==> src/rtl/core/clr_pkg.sv <==
// Shared types and constants of the clipped line rasterizer.
package clr_pkg;

    localparam int FRAC_BITS_DEF = 8;
    localparam int MAX_CUTS      = 16;
    localparam int QUEUE_DEPTH   = 2;
    localparam int CFG_IDX_W     = 3;
    localparam int CFG_DATA_W    = 16;
    localparam int LEFT_W        = 18;

    typedef enum logic [CFG_IDX_W-1:0] {
        CFG_CLIP_LEFT   = 3'd0,
        CFG_CLIP_TOP    = 3'd1,
        CFG_CLIP_RIGHT  = 3'd2,
        CFG_CLIP_BOTTOM = 3'd3,
        CFG_OFFSET_X    = 3'd4,
        CFG_OFFSET_Y    = 3'd5,
        CFG_BRUSH       = 3'd6
    } t_cfg_idx;

    localparam logic signed [15:0] RST_CLIP_LEFT   = 16'sd0;
    localparam logic signed [15:0] RST_CLIP_TOP    = 16'sd0;
    localparam logic signed [15:0] RST_CLIP_RIGHT  = 16'sd127;
    localparam logic signed [15:0] RST_CLIP_BOTTOM = 16'sd63;
    localparam logic               RST_BRUSH       = 1'b1;

    // outcode bits
    localparam logic [3:0] OC_TOP    = 4'd1;
    localparam logic [3:0] OC_BOTTOM = 4'd2;
    localparam logic [3:0] OC_LEFT   = 4'd4;
    localparam logic [3:0] OC_RIGHT  = 4'd8;

    typedef struct packed {
        logic signed [15:0] clip_left;
        logic signed [15:0] clip_top;
        logic signed [15:0] clip_right;
        logic signed [15:0] clip_bottom;
        logic signed [15:0] offset_x;
        logic signed [15:0] offset_y;
        logic               brush;
    } t_cfg;

    // queued command, endpoints already offset
    typedef struct packed {
        logic               is_tick;
        logic signed [16:0] x1;
        logic signed [16:0] y1;
        logic signed [16:0] x2;
        logic signed [16:0] y2;
    } t_cmd;

endpackage

==> src/rtl/core/clr_in_if.sv <==
// Input channel: line commands and step ticks.
interface clr_in_if;
    logic               valid;
    logic               ready;
    logic               req_type;
    logic signed [15:0] x_start;
    logic signed [15:0] y_start;
    logic signed [15:0] x_end;
    logic signed [15:0] y_end;

    modport source (output valid, req_type, x_start, y_start, x_end, y_end, input ready);
    modport sink   (input valid, req_type, x_start, y_start, x_end, y_end, output ready);
endinterface

==> src/rtl/core/clr_out_if.sv <==
// Output channel: plotted pixels.
interface clr_out_if;
    logic               valid;
    logic               ready;
    logic signed [15:0] pixel_x;
    logic signed [15:0] pixel_y;
    logic               color;
    logic               last_pixel;

    modport source (output valid, pixel_x, pixel_y, color, last_pixel, input ready);
    modport sink   (input valid, pixel_x, pixel_y, color, last_pixel, output ready);
endinterface

==> src/rtl/core/clr_front.sv <==
// Front end: accepts items, applies the offset, queues commands.
module clr_front (
    input  logic               i_clk,
    input  logic               i_rst_n,
    clr_in_if.sink             i_line,
    input  clr_pkg::t_cfg      i_cfg,
    output logic               o_cmd_valid,
    output clr_pkg::t_cmd      o_cmd,
    input  logic               i_cmd_pop
);
    import clr_pkg::*;

    localparam int QAW = (QUEUE_DEPTH > 1) ? $clog2(QUEUE_DEPTH) : 1;
    localparam int QCW = $clog2(QUEUE_DEPTH + 1);

    t_cmd           r_mem [QUEUE_DEPTH];
    logic [QAW-1:0] r_wptr;
    logic [QAW-1:0] r_rptr;
    logic [QCW-1:0] r_cnt;
    logic           push;
    logic           pop;
    t_cmd           cmd_in;

    assign i_line.ready = (r_cnt != QCW'(QUEUE_DEPTH));
    assign push         = i_line.valid && i_line.ready;
    assign pop          = i_cmd_pop && o_cmd_valid;
    assign o_cmd_valid  = (r_cnt != '0);
    assign o_cmd        = r_mem[r_rptr];

    always_comb begin
        cmd_in.is_tick = i_line.req_type;
        cmd_in.x1      = 17'(i_line.x_start) + 17'(i_cfg.offset_x);
        cmd_in.y1      = 17'(i_line.y_start) + 17'(i_cfg.offset_y);
        cmd_in.x2      = 17'(i_line.x_end) + 17'(i_cfg.offset_x);
        cmd_in.y2      = 17'(i_line.y_end) + 17'(i_cfg.offset_y);
    end

    always_ff @(posedge i_clk) begin
        if (!i_rst_n) begin
            r_wptr <= '0;
            r_rptr <= '0;
            r_cnt  <= '0;
        end else begin
            if (push) begin
                r_mem[r_wptr] <= cmd_in;
                r_wptr <= (r_wptr == QAW'(QUEUE_DEPTH - 1)) ? '0 : r_wptr + 1'b1;
            end
            if (pop) begin
                r_rptr <= (r_rptr == QAW'(QUEUE_DEPTH - 1)) ? '0 : r_rptr + 1'b1;
            end
            case ({push, pop})
                2'b10:   r_cnt <= r_cnt + 1'b1;
                2'b01:   r_cnt <= r_cnt - 1'b1;
                default: r_cnt <= r_cnt;
            endcase
        end
    end
endmodule

==> src/rtl/core/clr_div.sv <==
// Signed radix-2 restoring divider, quotient truncated toward zero.
module clr_div #(
    parameter int NW = 54,
    parameter int DW = 27
) (
    input  logic                 i_clk,
    input  logic                 i_rst_n,
    input  logic                 i_start,
    input  logic signed [NW-1:0] i_num,
    input  logic signed [DW-1:0] i_den,
    output logic                 o_done,
    output logic signed [NW-1:0] o_quot
);
    localparam int CNTW = $clog2(NW + 1);

    logic                 r_busy;
    logic                 r_done;
    logic [CNTW-1:0]      r_cnt;
    logic [NW-1:0]        r_q;
    logic [DW-1:0]        r_rem;
    logic [DW-1:0]        r_dmag;
    logic                 r_neg;
    logic                 r_dz;
    logic signed [NW-1:0] r_quot;
    logic [DW:0]          rem_sh;
    logic [DW:0]          diff;
    logic                 ge;
    logic [NW-1:0]        nmag;
    logic [DW-1:0]        dmag;

    assign nmag   = i_num[NW-1] ? NW'(-i_num) : NW'(i_num);
    assign dmag   = i_den[DW-1] ? DW'(-i_den) : DW'(i_den);
    assign rem_sh = {r_rem, r_q[NW-1]};
    assign ge     = (rem_sh >= {1'b0, r_dmag});
    assign diff   = rem_sh - {1'b0, r_dmag};
    assign o_done = r_done;
    assign o_quot = r_quot;

    always_ff @(posedge i_clk) begin
        if (!i_rst_n) begin
            r_busy <= 1'b0;
            r_done <= 1'b0;
        end else begin
            r_done <= 1'b0;
            if (i_start) begin
                r_busy <= 1'b1;
                r_cnt  <= CNTW'(NW);
                r_q    <= nmag;
                r_rem  <= '0;
                r_dmag <= dmag;
                r_neg  <= i_num[NW-1] ^ i_den[DW-1];
                r_dz   <= (i_den == '0);
            end else if (r_busy) begin
                if (r_cnt != '0) begin
                    r_q   <= {r_q[NW-2:0], ge};
                    r_rem <= ge ? diff[DW-1:0] : rem_sh[DW-1:0];
                    r_cnt <= r_cnt - 1'b1;
                end else begin
                    r_busy <= 1'b0;
                    r_done <= 1'b1;
                    r_quot <= r_dz ? '0 : (r_neg ? -signed'(r_q) : signed'(r_q));
                end
            end
        end
    end
endmodule

==> src/rtl/core/clr_back.sv <==
// Back end: clipping sequencer, DDA setup and pixel stepping.
module clr_back #(
    parameter int FRAC_BITS = clr_pkg::FRAC_BITS_DEF
) (
    input  logic               i_clk,
    input  logic               i_rst_n,
    input  logic               i_cmd_valid,
    input  clr_pkg::t_cmd      i_cmd,
    output logic               o_cmd_pop,
    input  clr_pkg::t_cfg      i_cfg,
    clr_out_if.source          o_pix
);
    import clr_pkg::*;

    localparam int CW = 19 + FRAC_BITS;   // scaled coordinates and differences
    localparam int NW = 2 * CW;           // product / dividend
    localparam int AW = CW + 1;           // accumulators
    localparam int NCW = $clog2(MAX_CUTS + 1);

    typedef enum logic [3:0] {
        S_IDLE, S_LOOP, S_MUL, S_DIVS, S_DIVW, S_UPD,
        S_STEP, S_DXS, S_DXW, S_DYS, S_DYW
    } t_state;

    t_state               r_state;
    logic signed [CW-1:0] r_x1, r_y1, r_x2, r_y2;
    logic [NCW-1:0]       r_n;
    logic                 r_sel1;
    logic                 r_horiz;
    logic signed [CW-1:0] r_ma, r_mb, r_den, r_base, r_fix;
    logic signed [NW-1:0] r_prod;
    logic signed [CW-1:0] r_steps;
    logic signed [CW-1:0] r_xstep, r_ystep;
    logic signed [AW-1:0] r_xacc, r_yacc;
    logic [LEFT_W-1:0]    r_left;
    logic                 r_ov;
    logic signed [15:0]   r_px, r_py;
    logic                 r_col, r_last;

    logic signed [CW-1:0] wl, wt, wr, wb;
    logic [3:0]           c1, c2, oc;
    logic signed [CW-1:0] dx, dy, adx, ady, cutv, qcw, steps_sh;
    logic signed [AW-1:0] half, xfl, yfl;
    logic                 out_free;
    logic                 pix_load;
    logic                 div_start, div_done;
    logic signed [NW-1:0] div_num, div_quot;
    logic signed [CW-1:0] div_den;

    function automatic logic [3:0] f_outcode(
        input logic signed [CW-1:0] x, y, l, t, r, b
    );
        logic [3:0] c;
        c = '0;
        if (y < t) c |= OC_TOP;
        else if (y > b) c |= OC_BOTTOM;
        if (x < l) c |= OC_LEFT;
        else if (x > r) c |= OC_RIGHT;
        return c;
    endfunction

    assign wl = CW'(i_cfg.clip_left) <<< FRAC_BITS;
    assign wt = CW'(i_cfg.clip_top) <<< FRAC_BITS;
    assign wr = CW'(i_cfg.clip_right) <<< FRAC_BITS;
    assign wb = CW'(i_cfg.clip_bottom) <<< FRAC_BITS;

    assign c1 = f_outcode(r_x1, r_y1, wl, wt, wr, wb);
    assign c2 = f_outcode(r_x2, r_y2, wl, wt, wr, wb);
    assign oc = (c1 != '0) ? c1 : c2;

    assign dx       = r_x2 - r_x1;
    assign dy       = r_y2 - r_y1;
    assign adx      = dx[CW-1] ? -dx : dx;
    assign ady      = dy[CW-1] ? -dy : dy;
    assign qcw      = div_quot[CW-1:0];
    assign cutv     = qcw + r_base;
    assign steps_sh = r_steps >>> FRAC_BITS;
    assign half     = AW'(1) <<< (FRAC_BITS - 1);
    assign xfl      = r_xacc >>> FRAC_BITS;
    assign yfl      = r_yacc >>> FRAC_BITS;
    assign out_free = !r_ov || o_pix.ready;

    assign o_cmd_pop = (r_state == S_IDLE) && i_cmd_valid &&
                       (!i_cmd.is_tick || r_left == '0 || out_free);

    // tick on an active line loads the output register
    assign pix_load = o_cmd_pop && i_cmd.is_tick && (r_left != '0);

    // divider operands: cut product, or scaled deltas over steps
    assign div_start = (r_state == S_DIVS) || (r_state == S_DXS) || (r_state == S_DYS);
    always_comb begin
        case (r_state)
            S_DIVS:  div_num = r_prod;
            S_DXS:   div_num = NW'(r_ma) <<< FRAC_BITS;
            default: div_num = NW'(r_mb) <<< FRAC_BITS;
        endcase
        div_den = (r_state == S_DIVS) ? r_den : r_steps;
    end

    clr_div #(.NW(NW), .DW(CW)) u_div (
        .i_clk   (i_clk),
        .i_rst_n (i_rst_n),
        .i_start (div_start),
        .i_num   (div_num),
        .i_den   (div_den),
        .o_done  (div_done),
        .o_quot  (div_quot)
    );

    assign o_pix.valid      = r_ov;
    assign o_pix.pixel_x    = r_px;
    assign o_pix.pixel_y    = r_py;
    assign o_pix.color      = r_col;
    assign o_pix.last_pixel = r_last;

    always_ff @(posedge i_clk) begin
        if (!i_rst_n) begin
            r_state <= S_IDLE;
            r_ov    <= 1'b0;
            r_left  <= '0;
            r_xacc  <= '0;
            r_yacc  <= '0;
            r_xstep <= '0;
            r_ystep <= '0;
        end else begin
            if (pix_load) r_ov <= 1'b1;
            else if (r_ov && o_pix.ready) r_ov <= 1'b0;
            case (r_state)
                S_IDLE: begin
                    if (o_cmd_pop && i_cmd.is_tick) begin
                        if (r_left != '0) begin
                            r_px   <= xfl[15:0];
                            r_py   <= yfl[15:0];
                            r_col  <= i_cfg.brush;
                            r_last <= (r_left == LEFT_W'(1));
                            r_left <= r_left - 1'b1;
                            r_xacc <= r_xacc + AW'(r_xstep);
                            r_yacc <= r_yacc + AW'(r_ystep);
                        end
                    end else if (o_cmd_pop) begin
                        r_left <= '0;
                        r_n    <= '0;
                        r_x1   <= CW'(i_cmd.x1) <<< FRAC_BITS;
                        r_y1   <= CW'(i_cmd.y1) <<< FRAC_BITS;
                        r_x2   <= CW'(i_cmd.x2) <<< FRAC_BITS;
                        r_y2   <= CW'(i_cmd.y2) <<< FRAC_BITS;
                        // empty window rejects everything
                        if (i_cfg.clip_left <= i_cfg.clip_right &&
                            i_cfg.clip_top <= i_cfg.clip_bottom) begin
                            r_state <= S_LOOP;
                        end
                    end
                end
                S_LOOP: begin
                    if ((c1 | c2) == '0) begin
                        r_state <= S_STEP;
                    end else if ((c1 & c2) != '0 || r_n == NCW'(MAX_CUTS)) begin
                        r_state <= S_IDLE;
                    end else begin
                        r_sel1  <= (c1 != '0);
                        r_state <= S_MUL;
                        if ((oc & (OC_TOP | OC_BOTTOM)) != '0) begin
                            r_horiz <= 1'b1;
                            r_fix   <= ((oc & OC_TOP) != '0) ? wt : wb;
                            r_ma    <= dx;
                            r_mb    <= (((oc & OC_TOP) != '0) ? wt : wb) - r_y1;
                            r_den   <= dy;
                            r_base  <= r_x1;
                        end else begin
                            r_horiz <= 1'b0;
                            r_fix   <= ((oc & OC_LEFT) != '0) ? wl : wr;
                            r_ma    <= dy;
                            r_mb    <= (((oc & OC_LEFT) != '0) ? wl : wr) - r_x1;
                            r_den   <= dx;
                            r_base  <= r_y1;
                        end
                    end
                end
                S_MUL: begin
                    r_prod  <= NW'(r_ma) * NW'(r_mb);
                    r_state <= S_DIVS;
                end
                S_DIVS: r_state <= S_DIVW;
                S_DIVW: if (div_done) r_state <= S_UPD;
                S_UPD: begin
                    if (r_sel1) begin
                        r_x1 <= r_horiz ? cutv : r_fix;
                        r_y1 <= r_horiz ? r_fix : cutv;
                    end else begin
                        r_x2 <= r_horiz ? cutv : r_fix;
                        r_y2 <= r_horiz ? r_fix : cutv;
                    end
                    r_n     <= r_n + 1'b1;
                    r_state <= S_LOOP;
                end
                S_STEP: begin
                    r_ma    <= dx;
                    r_mb    <= dy;
                    r_steps <= (adx > ady) ? adx : ady;
                    r_state <= S_DXS;
                end
                S_DXS: r_state <= S_DXW;
                S_DXW: begin
                    if (div_done) begin
                        r_xstep <= qcw;
                        r_state <= S_DYS;
                    end
                end
                S_DYS: r_state <= S_DYW;
                S_DYW: begin
                    if (div_done) begin
                        r_ystep <= qcw;
                        r_xacc  <= AW'(r_x1) + half;
                        r_yacc  <= AW'(r_y1) + half;
                        r_left  <= steps_sh[LEFT_W-1:0];
                        r_state <= S_IDLE;
                    end
                end
                default: r_state <= S_IDLE;
            endcase
        end
    end
endmodule

==> src/rtl/core/clipped_line_rasterizer.sv <==
// Top level of the clipped line rasterizer: config registers, front and back.
//
// i_line takes items: req_type 0 is a line command (two endpoints), 1 a step
// tick. o_pix gives one pixel per tick while a line is active; last_pixel
// marks the final one. Ticks with no active line and line commands give
// nothing. i_cfg_we/i_cfg_idx/i_cfg_data write the clip window, offset and
// brush; write only while the block is idle.
//
// A two-entry queue sits between the front (accept, offset) and the back
// (clip, DDA). Ticks flow at one per cycle unless o_pix stalls or a line
// setup runs; a tick's pixel passes the queue and the output register.
// A line command's setup makes up to 16 clipping cuts; each cut and each
// DDA increment goes through one shared bit-serial divider with a divisor
// of CW = 19 + FRAC_BITS bits, one quotient bit a cycle.
// Items behind a line command wait in the queue during setup.
//
// Reset (synchronous, active low) empties the queue, drops any line and the
// pending pixel, and restores the config defaults. A stalled o_pix holds its
// pixel; the queue keeps accepting until it is full.
module clipped_line_rasterizer #(
    parameter int FRAC_BITS = clr_pkg::FRAC_BITS_DEF
) (
    input  logic                           i_clk,
    input  logic                           i_rst_n,
    clr_in_if.sink                         i_line,
    clr_out_if.source                      o_pix,
    input  logic                           i_cfg_we,
    input  logic [clr_pkg::CFG_IDX_W-1:0]  i_cfg_idx,
    input  logic [clr_pkg::CFG_DATA_W-1:0] i_cfg_data
);
    import clr_pkg::*;

    t_cfg r_cfg;
    logic cmd_valid;
    t_cmd cmd;
    logic cmd_pop;

    // config register file; unknown indexes are dropped
    always_ff @(posedge i_clk) begin
        if (!i_rst_n) begin
            r_cfg.clip_left   <= RST_CLIP_LEFT;
            r_cfg.clip_top    <= RST_CLIP_TOP;
            r_cfg.clip_right  <= RST_CLIP_RIGHT;
            r_cfg.clip_bottom <= RST_CLIP_BOTTOM;
            r_cfg.offset_x    <= '0;
            r_cfg.offset_y    <= '0;
            r_cfg.brush       <= RST_BRUSH;
        end else if (i_cfg_we) begin
            case (t_cfg_idx'(i_cfg_idx))
                CFG_CLIP_LEFT:   r_cfg.clip_left   <= signed'(i_cfg_data);
                CFG_CLIP_TOP:    r_cfg.clip_top    <= signed'(i_cfg_data);
                CFG_CLIP_RIGHT:  r_cfg.clip_right  <= signed'(i_cfg_data);
                CFG_CLIP_BOTTOM: r_cfg.clip_bottom <= signed'(i_cfg_data);
                CFG_OFFSET_X:    r_cfg.offset_x    <= signed'(i_cfg_data);
                CFG_OFFSET_Y:    r_cfg.offset_y    <= signed'(i_cfg_data);
                CFG_BRUSH:       r_cfg.brush       <= i_cfg_data[0];
                default:         r_cfg             <= r_cfg;
            endcase
        end
    end

    clr_front u_front (
        .i_clk       (i_clk),
        .i_rst_n     (i_rst_n),
        .i_line      (i_line),
        .i_cfg       (r_cfg),
        .o_cmd_valid (cmd_valid),
        .o_cmd       (cmd),
        .i_cmd_pop   (cmd_pop)
    );

    clr_back #(.FRAC_BITS(FRAC_BITS)) u_back (
        .i_clk       (i_clk),
        .i_rst_n     (i_rst_n),
        .i_cmd_valid (cmd_valid),
        .i_cmd       (cmd),
        .o_cmd_pop   (cmd_pop),
        .i_cfg       (r_cfg),
        .o_pix       (o_pix)
    );
endmodule

==> src/flat_wrapper.sv <==
// flat-port wrapper written by rule: the top's interface ports become plain ports
module clipped_line_rasterizer_flat import clr_pkg::*;
#(
    parameter int FRAC_BITS = clr_pkg::FRAC_BITS_DEF
)
  (i_clk, i_rst_n, i_cfg_we, i_cfg_idx, i_cfg_data, i_line_valid, i_line_req_type, i_line_x_start, i_line_y_start, i_line_x_end, i_line_y_end, i_line_ready, o_pix_valid, o_pix_pixel_x, o_pix_pixel_y, o_pix_color, o_pix_last_pixel, o_pix_ready);
  clr_in_if i_line_i ();
  clr_out_if o_pix_i ();
  input  logic i_clk;
  input  logic i_rst_n;
  input  logic i_cfg_we;
  input  logic [clr_pkg::CFG_IDX_W-1:0] i_cfg_idx;
  input  logic [clr_pkg::CFG_DATA_W-1:0] i_cfg_data;
  input wire logic [$bits(i_line_i.valid)-1:0] i_line_valid;
  input wire logic [$bits(i_line_i.req_type)-1:0] i_line_req_type;
  input wire logic [$bits(i_line_i.x_start)-1:0] i_line_x_start;
  input wire logic [$bits(i_line_i.y_start)-1:0] i_line_y_start;
  input wire logic [$bits(i_line_i.x_end)-1:0] i_line_x_end;
  input wire logic [$bits(i_line_i.y_end)-1:0] i_line_y_end;
  output wire logic [$bits(i_line_i.ready)-1:0] i_line_ready;
  output wire logic [$bits(o_pix_i.valid)-1:0] o_pix_valid;
  output wire logic [$bits(o_pix_i.pixel_x)-1:0] o_pix_pixel_x;
  output wire logic [$bits(o_pix_i.pixel_y)-1:0] o_pix_pixel_y;
  output wire logic [$bits(o_pix_i.color)-1:0] o_pix_color;
  output wire logic [$bits(o_pix_i.last_pixel)-1:0] o_pix_last_pixel;
  input wire logic [$bits(o_pix_i.ready)-1:0] o_pix_ready;
  assign i_line_i.valid = i_line_valid;
  assign i_line_i.req_type = i_line_req_type;
  assign i_line_i.x_start = i_line_x_start;
  assign i_line_i.y_start = i_line_y_start;
  assign i_line_i.x_end = i_line_x_end;
  assign i_line_i.y_end = i_line_y_end;
  assign i_line_ready = i_line_i.ready;
  assign o_pix_valid = o_pix_i.valid;
  assign o_pix_pixel_x = o_pix_i.pixel_x;
  assign o_pix_pixel_y = o_pix_i.pixel_y;
  assign o_pix_color = o_pix_i.color;
  assign o_pix_last_pixel = o_pix_i.last_pixel;
  assign o_pix_i.ready = o_pix_ready;
  clipped_line_rasterizer #(.FRAC_BITS(FRAC_BITS)) u_core (.i_clk(i_clk), .i_rst_n(i_rst_n), .i_line(i_line_i), .o_pix(o_pix_i), .i_cfg_we(i_cfg_we), .i_cfg_idx(i_cfg_idx), .i_cfg_data(i_cfg_data));
endmodule
==> config.mk <==
export PLATFORM = sky130hd
export DESIGN_NAME = clipped_line_rasterizer_flat
export DESIGN_NICKNAME = d
export VERILOG_FILES = /design/src/rtl/core/clr_pkg.sv /design/src/rtl/core/clr_in_if.sv /design/src/rtl/core/clr_out_if.sv /design/src/rtl/core/clr_front.sv /design/src/rtl/core/clr_div.sv /design/src/rtl/core/clr_back.sv /design/src/rtl/core/clipped_line_rasterizer.sv /design/src/flat_wrapper.sv
export SDC_FILE = /design/constraint.sdc
export NUM_CORES = 2
export LEC_CHECK = 0
export BUFFER_PORTS_ARGS = -buffer_cell sky130_fd_sc_hd__buf_2
export CAP_MARGIN = 20
export CORE_AREA = 2 2 409 411
export DETAILED_ROUTE_END_ITERATION = 12
export DIE_AREA = 0 0 411 413
export PLACE_DENSITY = 0.64
export SETUP_SLACK_MARGIN = 0.2
export SLEW_MARGIN = 20
export SYNTH_ARGS = -nofsm -noshare
export SYNTH_HDL_FRONTEND = slang
export SYNTH_SLANG_ARGS = --single-unit
export TNS_END_PERCENT = 10
==> constraint.sdc <==
create_clock -name i_clk -period 12.8 [get_ports i_clk]
set_input_delay 1.92 -clock i_clk [delete_from_list [all_inputs] [get_ports i_clk]]
set_output_delay 1.92 -clock i_clk [all_outputs]
set_load 0.02 [all_outputs]
Word-level counts from Yosys, hierarchy flattened
Memory sizes are Yosys's and may differ from the RTL's. A register that Yosys moved wholly into a read port is not among the register bits.
Cells that the tools add are included.
{"block": "word_totals", "memories": 1, "ram_bits": 138, "elab_cells": 283, "inputBits": 89, "regBits": 744, "output_inout_bits": 36}
{"memory": "u_core.u_front.r_mem", "words": 2, "width": 69, "rd": 1, "rd_ports_with_merged_regs": 1, "write_ports": 1, "line_no": "clr_front.sv:16", "rtl": "t_cmd r_mem [QUEUE_DEPTH];"}
{"block": "classes", "muxes": 96, "eq_ne": 35, "reduce_logical": 58, "add_sub_neg": 26, "order_cmp": 12, "multipliers": 1, "n_bitwise": 9}
{"cell": "27-bit two-way mux", "n": 33}
{"cell": "27-bit one-hot mux with 2 select lines", "n": 6}
{"cell": "54-bit two-way mux", "n": 4}
{"cell": "28-bit two-way mux", "n": 6}
{"cell": "27-bit subtractor", "n": 5}
{"cell": "28-bit one-hot mux with 2 select lines", "n": 2}
{"cell": "27-bit by 24-bit > comparator with 1-bit output", "n": 4}
{"cell": "27-bit by 24-bit less-than comparator with 1-bit output", "n": 4}
{"cell": "27-bit negator", "n": 4}
{"cell": "54-bit one-hot mux with 2 select lines", "n": 1}
{"cell": "18-bit two-way mux", "n": 4}
{"cell": "16-bit by 16-bit adder with 17-bit output", "n": 4}
{"cell": "27-bit by 9-bit adder with 28-bit output, second input constant", "n": 2}
{"cell": "28-bit by 27-bit adder with 28-bit output", "n": 2}
{"cell": "27-bit by 27-bit multiplier with 54-bit output", "n": 1}
{"cell": "54-bit negator", "n": 1}
{"cell": "4-bit two-way mux", "n": 11}
{"cell": "4-bit one-hot mux with 11 select lines", "n": 1}
{"cell": "18-bit one-hot mux with 2 select lines", "n": 1}
{"cell": "16-bit less-or-equal comparator", "n": 2}
{"cell": "28-bit by 27-bit >= comparator with 1-bit output", "n": 1}
{"cell": "4-bit AND reduction", "n": 7}
{"cell": "27-bit adder", "n": 1}
{"cell": "27-bit > comparator", "n": 1}
{"cell": "48 further kinds", "n": 129}

Logic depth before layout (Yosys ltp)
{"block": "depth", "word_depth": 13, "ltp_mapped": 30, "depth_no_buf": 27}

By module
A second synthesis with hierarchy kept.
{"block": "hier_totals", "hier_cells": 8911, "area_unflattened_um2": 84149.5}
{"mod": "clr_back", "cells_each": 6830, "seq_area_each_um2": 13012.5, "n_inst": 1, "area_each_um2": 61619.1}
{"mod": "clr_div", "cells_each": 1096, "seq_area_each_um2": 5144.9, "n_inst": 1, "area_each_um2": 10759.1}
{"mod": "clr_front", "cells_each": 639, "seq_area_each_um2": 4244.1, "n_inst": 1, "area_each_um2": 8152.8}
{"mod": "clipped_line_rasterizer", "cells_each": 346, "seq_area_each_um2": 1941.9, "n_inst": 1, "area_each_um2": 3618.5}

Worst setup path after synthesis
Ideal clock, no wire load.
{"block": "synth_timing", "kind": "input port to flip-flop", "from": "input port i_rst_n", "to": "register u_core.u_back.u_div.r_cnt[0], enable pin", "path_buffers": 2, "arrival_ns": 8.755, "setup_time_ns": 0.665, "slack_ns": 3.379, "cell_stages": 3, "t_required_ns": 12.135, "path_cell_list": "clkbuf_1 -> clkbuf_1 -> a21boi_0"}
{"block": "synth_via", "elab_chain_len": 1}
{"element": "from (decl)", "line_no": "flat_wrapper.sv:10", "rtl": "input logic i_rst_n;"}
{"element": "3-bit AND reduction (no source line)"}
{"element": "to (signal assigned)", "line_no": "clr_div.sv:47", "rtl": "r_cnt <= CNTW'(NW);"}
{"element": "to (signal assigned)", "line_no": "clr_div.sv:57", "rtl": "r_cnt <= r_cnt - 1'b1;"}
{"element": "to (decl)", "line_no": "clr_div.sv:18", "rtl": "logic [CNTW-1:0] r_cnt;"}
Every way passes these cells.
A chain may end at the register's enable or synchronous reset.

Final worst setup path
{"block": "layout_timing", "from": "register u_core.u_back.r_mb[26]", "to": "register u_core.u_back.r_prod[51], data pin"}
{"block": "layout_via", "elab_chain_len": 1}
{"element": "from (decl)", "line_no": "clr_back.sv:30", "rtl": "logic signed [CW-1:0] r_ma, r_mb, r_den, r_base, r_fix;"}
{"element": "from (signal assigned)", "line_no": "clr_back.sv:166", "rtl": "r_mb <= (((oc & OC_TOP) != '0) ? wt : wb) - r_y1;"}
{"element": "from (signal assigned)", "line_no": "clr_back.sv:173", "rtl": "r_mb <= (((oc & OC_LEFT) != '0) ? wl : wr) - r_x1;"}
{"element": "from (signal assigned)", "line_no": "clr_back.sv:198", "rtl": "r_mb <= dy;"}
{"element": "27-bit by 27-bit multiplier with 54-bit output", "line_no": "clr_back.sv:180", "rtl": "r_prod <= NW'(r_ma) * NW'(r_mb);"}
{"element": "to (signal assigned)", "line_no": "clr_back.sv:180"}
{"element": "to (decl)", "line_no": "clr_back.sv:31", "rtl": "logic signed [NW-1:0] r_prod;"}
Every way passes these cells.

==> flow_summary.yaml <==
synth:
  synth_top_area_cell: "edfxtp_1"
  synthDistinctLibCells: 104
  synth_area_um2: 82200
  synth_top_area_share_pct: 23.2
  synth-seq-cells: 858
  yosysSeqAreaShare_pct: 28.6
  async_flop_share_pct: 0
  synthFlopType: "edfxtp_1"
  synth_nets: 10300
  syn_inst: 8822
  synth_area_leaders: "edfxtp_1, fa_1, ha_1, dfxtp_1, nand2_1"
  synth-edff-count: 635
  ys_warn_count: 0
  syn_avg_cell_area_um2: 9.32
drt:
  drt_drc_violations_left: 0
  topRoutingLayerUsed: "met5"
  num_vias: 64500
  wl_met3_um: 17200
  drt.antenna.violating_nets: 0
  m1WireLength_um: 101000
  drt_first_iter_violations: 5637
  routed_wl_um: 256000
  dr_wl_met2_um: 122000
  viasPerCell: 5.82
  avgRoutedWirePerCell_um: 23.1
  first_pass_iters: 7
floorplanning:
  die-area_um2: 170000
  coreArea_um2: 166000
  ios: 125
  die_y_um: 413
  die-width_um: 411
  num_rows: 150
  start_util_pct: 49.5
worst_setup_path:
  cp-start-kind: "flip-flop"
  cp.arrival_ns: 8.98
  worstPathMaxFanout: 21
  rr_endpoint: "u_core.u_back.r_prod[51]"
  r2r_cells: 24
  crit_path_end: "u_core.u_back.r_prod[51]"
  ff2ff_setup_slack_ns: 4.30
  r2r_start: "u_core.u_back.r_mb[26]"
  end_kind: "flip-flop"
  crit_type: "flip-flop to flip-flop"
  startpoint: "u_core.u_back.r_mb[26]"
  cp.required_ns: 13.28
placed_design:
  hpwl_um: 199000
  gp_congestion: 0.991
  io_buffers: 124
  dp.cells: 10900
timing:
  drv_slew: 0
  rsz0062_at_grt: "no"
  final_hold_viol_count: 0
  setup-tns-final_ns: 0
  period_share_pct: 66.4
  max_clock_freq_mhz: 118
  slew-limit-headroom_pct: 11.3
  fin_skew_ns: 0.0602
  worst_slew_pin_slew_ns: 1.32
  hold_slack_ns: 0.441
  min_period_ns: 8.50
  setup_viol: 0
final_layout:
  layout_commonest_cell: "nand2_1"
  finalNonFillerCells: 11100
  syn2layout_area_growth_pct: 7.76
  drive_gt1_share_pct: 5.75
  nNetsFinal: 10300
  final_cell_mix: "nand2_1, inv_1, fa_1"
  nFillCells: 15100
clock_network:
  htree_levels: 3
  clkTransAtPathRegs_ns: 0.06
  ctsResizeCount: 0
  cts_tree: "yes"
  clk_path_buf_depth: 3
  cts_setup_buffers: 0
  cts-root-buf: "clkbuf_16"
  numCtsBuffers: 92
  cts_hold_buf: 0
  clkSinkCount: 858
  insertion_delay_ns: 0.76
global_routing:
  grt_use_total_pct: 30.2
  grt_pass1_wl_um: 392000
  grt_pass1_vias: 65900
  antenna_found_initial: 4
  grt_max_degree: 100
  gr-total-overflow: 0
status:
  status: "completed"
flow_run:
  cap_violations: 0
hold_path:
  hp-class: "flip-flop to flip-flop"
area by class of cell:
type | count | area, um2 | share of cell area, %
Multi-Input combinational cell | 6453 | 53100 | 59.9
Sequential cell | 858 | 23500 | 26.6
Inverter | 1129 | 4240 | 4.79
Tap cell | 2204 | 2760 | 3.11
Clock buffer | 109 | 2520 | 2.85
Timing Repair Buffer | 262 | 1680 | 1.90
Clock inverter | 62 | 733 | 0.828
Antenna cell | 4 | 10.0 | 0.0113
how the worst min path moves through the flow:
stage,start,endpoint,cells past startpoint
after global placement,u_core.r_cfg[0],u_core.u_back.o_pix.color,0
after floorplan,u_core.r_cfg[0],u_core.u_back.o_pix.color,0
after CTS,u_core.r_cfg[0],u_core.u_back.o_pix.color,0
after detailed placement,u_core.r_cfg[0],u_core.u_back.o_pix.color,0
final,u_core.r_cfg[0],u_core.u_back.o_pix.color,0
after global routing,u_core.r_cfg[0],u_core.u_back.o_pix.color,0
synthesized netlist by cell type, types with 137 or more instances:
cell type and count:
inv_1 1127, a21boi_0 184, nand2_1 1176, o21ai_0 398, nor2_1 529, mux2i_1 185
xor2_1 161, and2_1 329, a21oi_1 364, xnor2_1 291, clkbuf_1 331, fa_1 771
ha_1 632, dfxtp_1 223, nand3_1 137, edfxtp_1 635, nor3_1 165
per-layer routing:
layer / GRT usage, % / vias up
li1: - / 29600
met1: 37.5 / 31900
met2: 50.9 / 2388
met3: 4.42 / 596
met4: 16.5 / 4
met5: 0 / -
kinds of logic after synthesis:
family	synth area share, %
and+or+nand+nor	15.6
AOI/OAI and AO/OA	13.0
buffers and inverters	6.94
adders and majority gates	28.4
DFF	28.6
xor gates and xnor gates	4.90
muxes	2.47
sequential cells by signal, indices dropped and copies added, names as in the netlist, 54 cells and up, named ones only:
signal and flops:
u_core.u_front.r_mem 138, u_core.r_cfg 97, u_core.u_back.r_prod 54, u_core.u_back.u_div.r_q 54
stage by stage:
stage,util [%],setup slack (ns),instance area [um2]
5_1_grt,53.4,3.93,88600
4_1_cts,53.3,4.21,88500
6_report,53.4,4.30,88600
3_5_place_dp,51.4,4.27,85200
2_1_floorplan,-,3.38,82200
3_3_place_gp,51.4,4.39,85200
critical path: stages, from the launching register on:
cell,delay (ns)
edfxtp_1,0.74
inv_1,0.28
buf_4,0.30
nor2_1,0.16
fa_1,0.46
fa_1,0.53
fa_1,0.44
fa_1,0.54
fa_1,0.46
fa_1,0.54
inv_1,0.06
fa_1,0.50
inv_1,0.05
ha_1,0.37
a21o_1,0.19
a21o_1,0.17
a21oi_1,0.20
o21ai_0,0.13
a21oi_1,0.45
o21ai_1,0.27
a211oi_1,0.52
o311ai_2,0.29
a211o_1,0.32
a21oi_1,0.18
xnor2_1,0.08
Power is left out: the tool's default activity adds up to more than one toggle a clock period on the data nets, which glitch-free logic cannot reach.
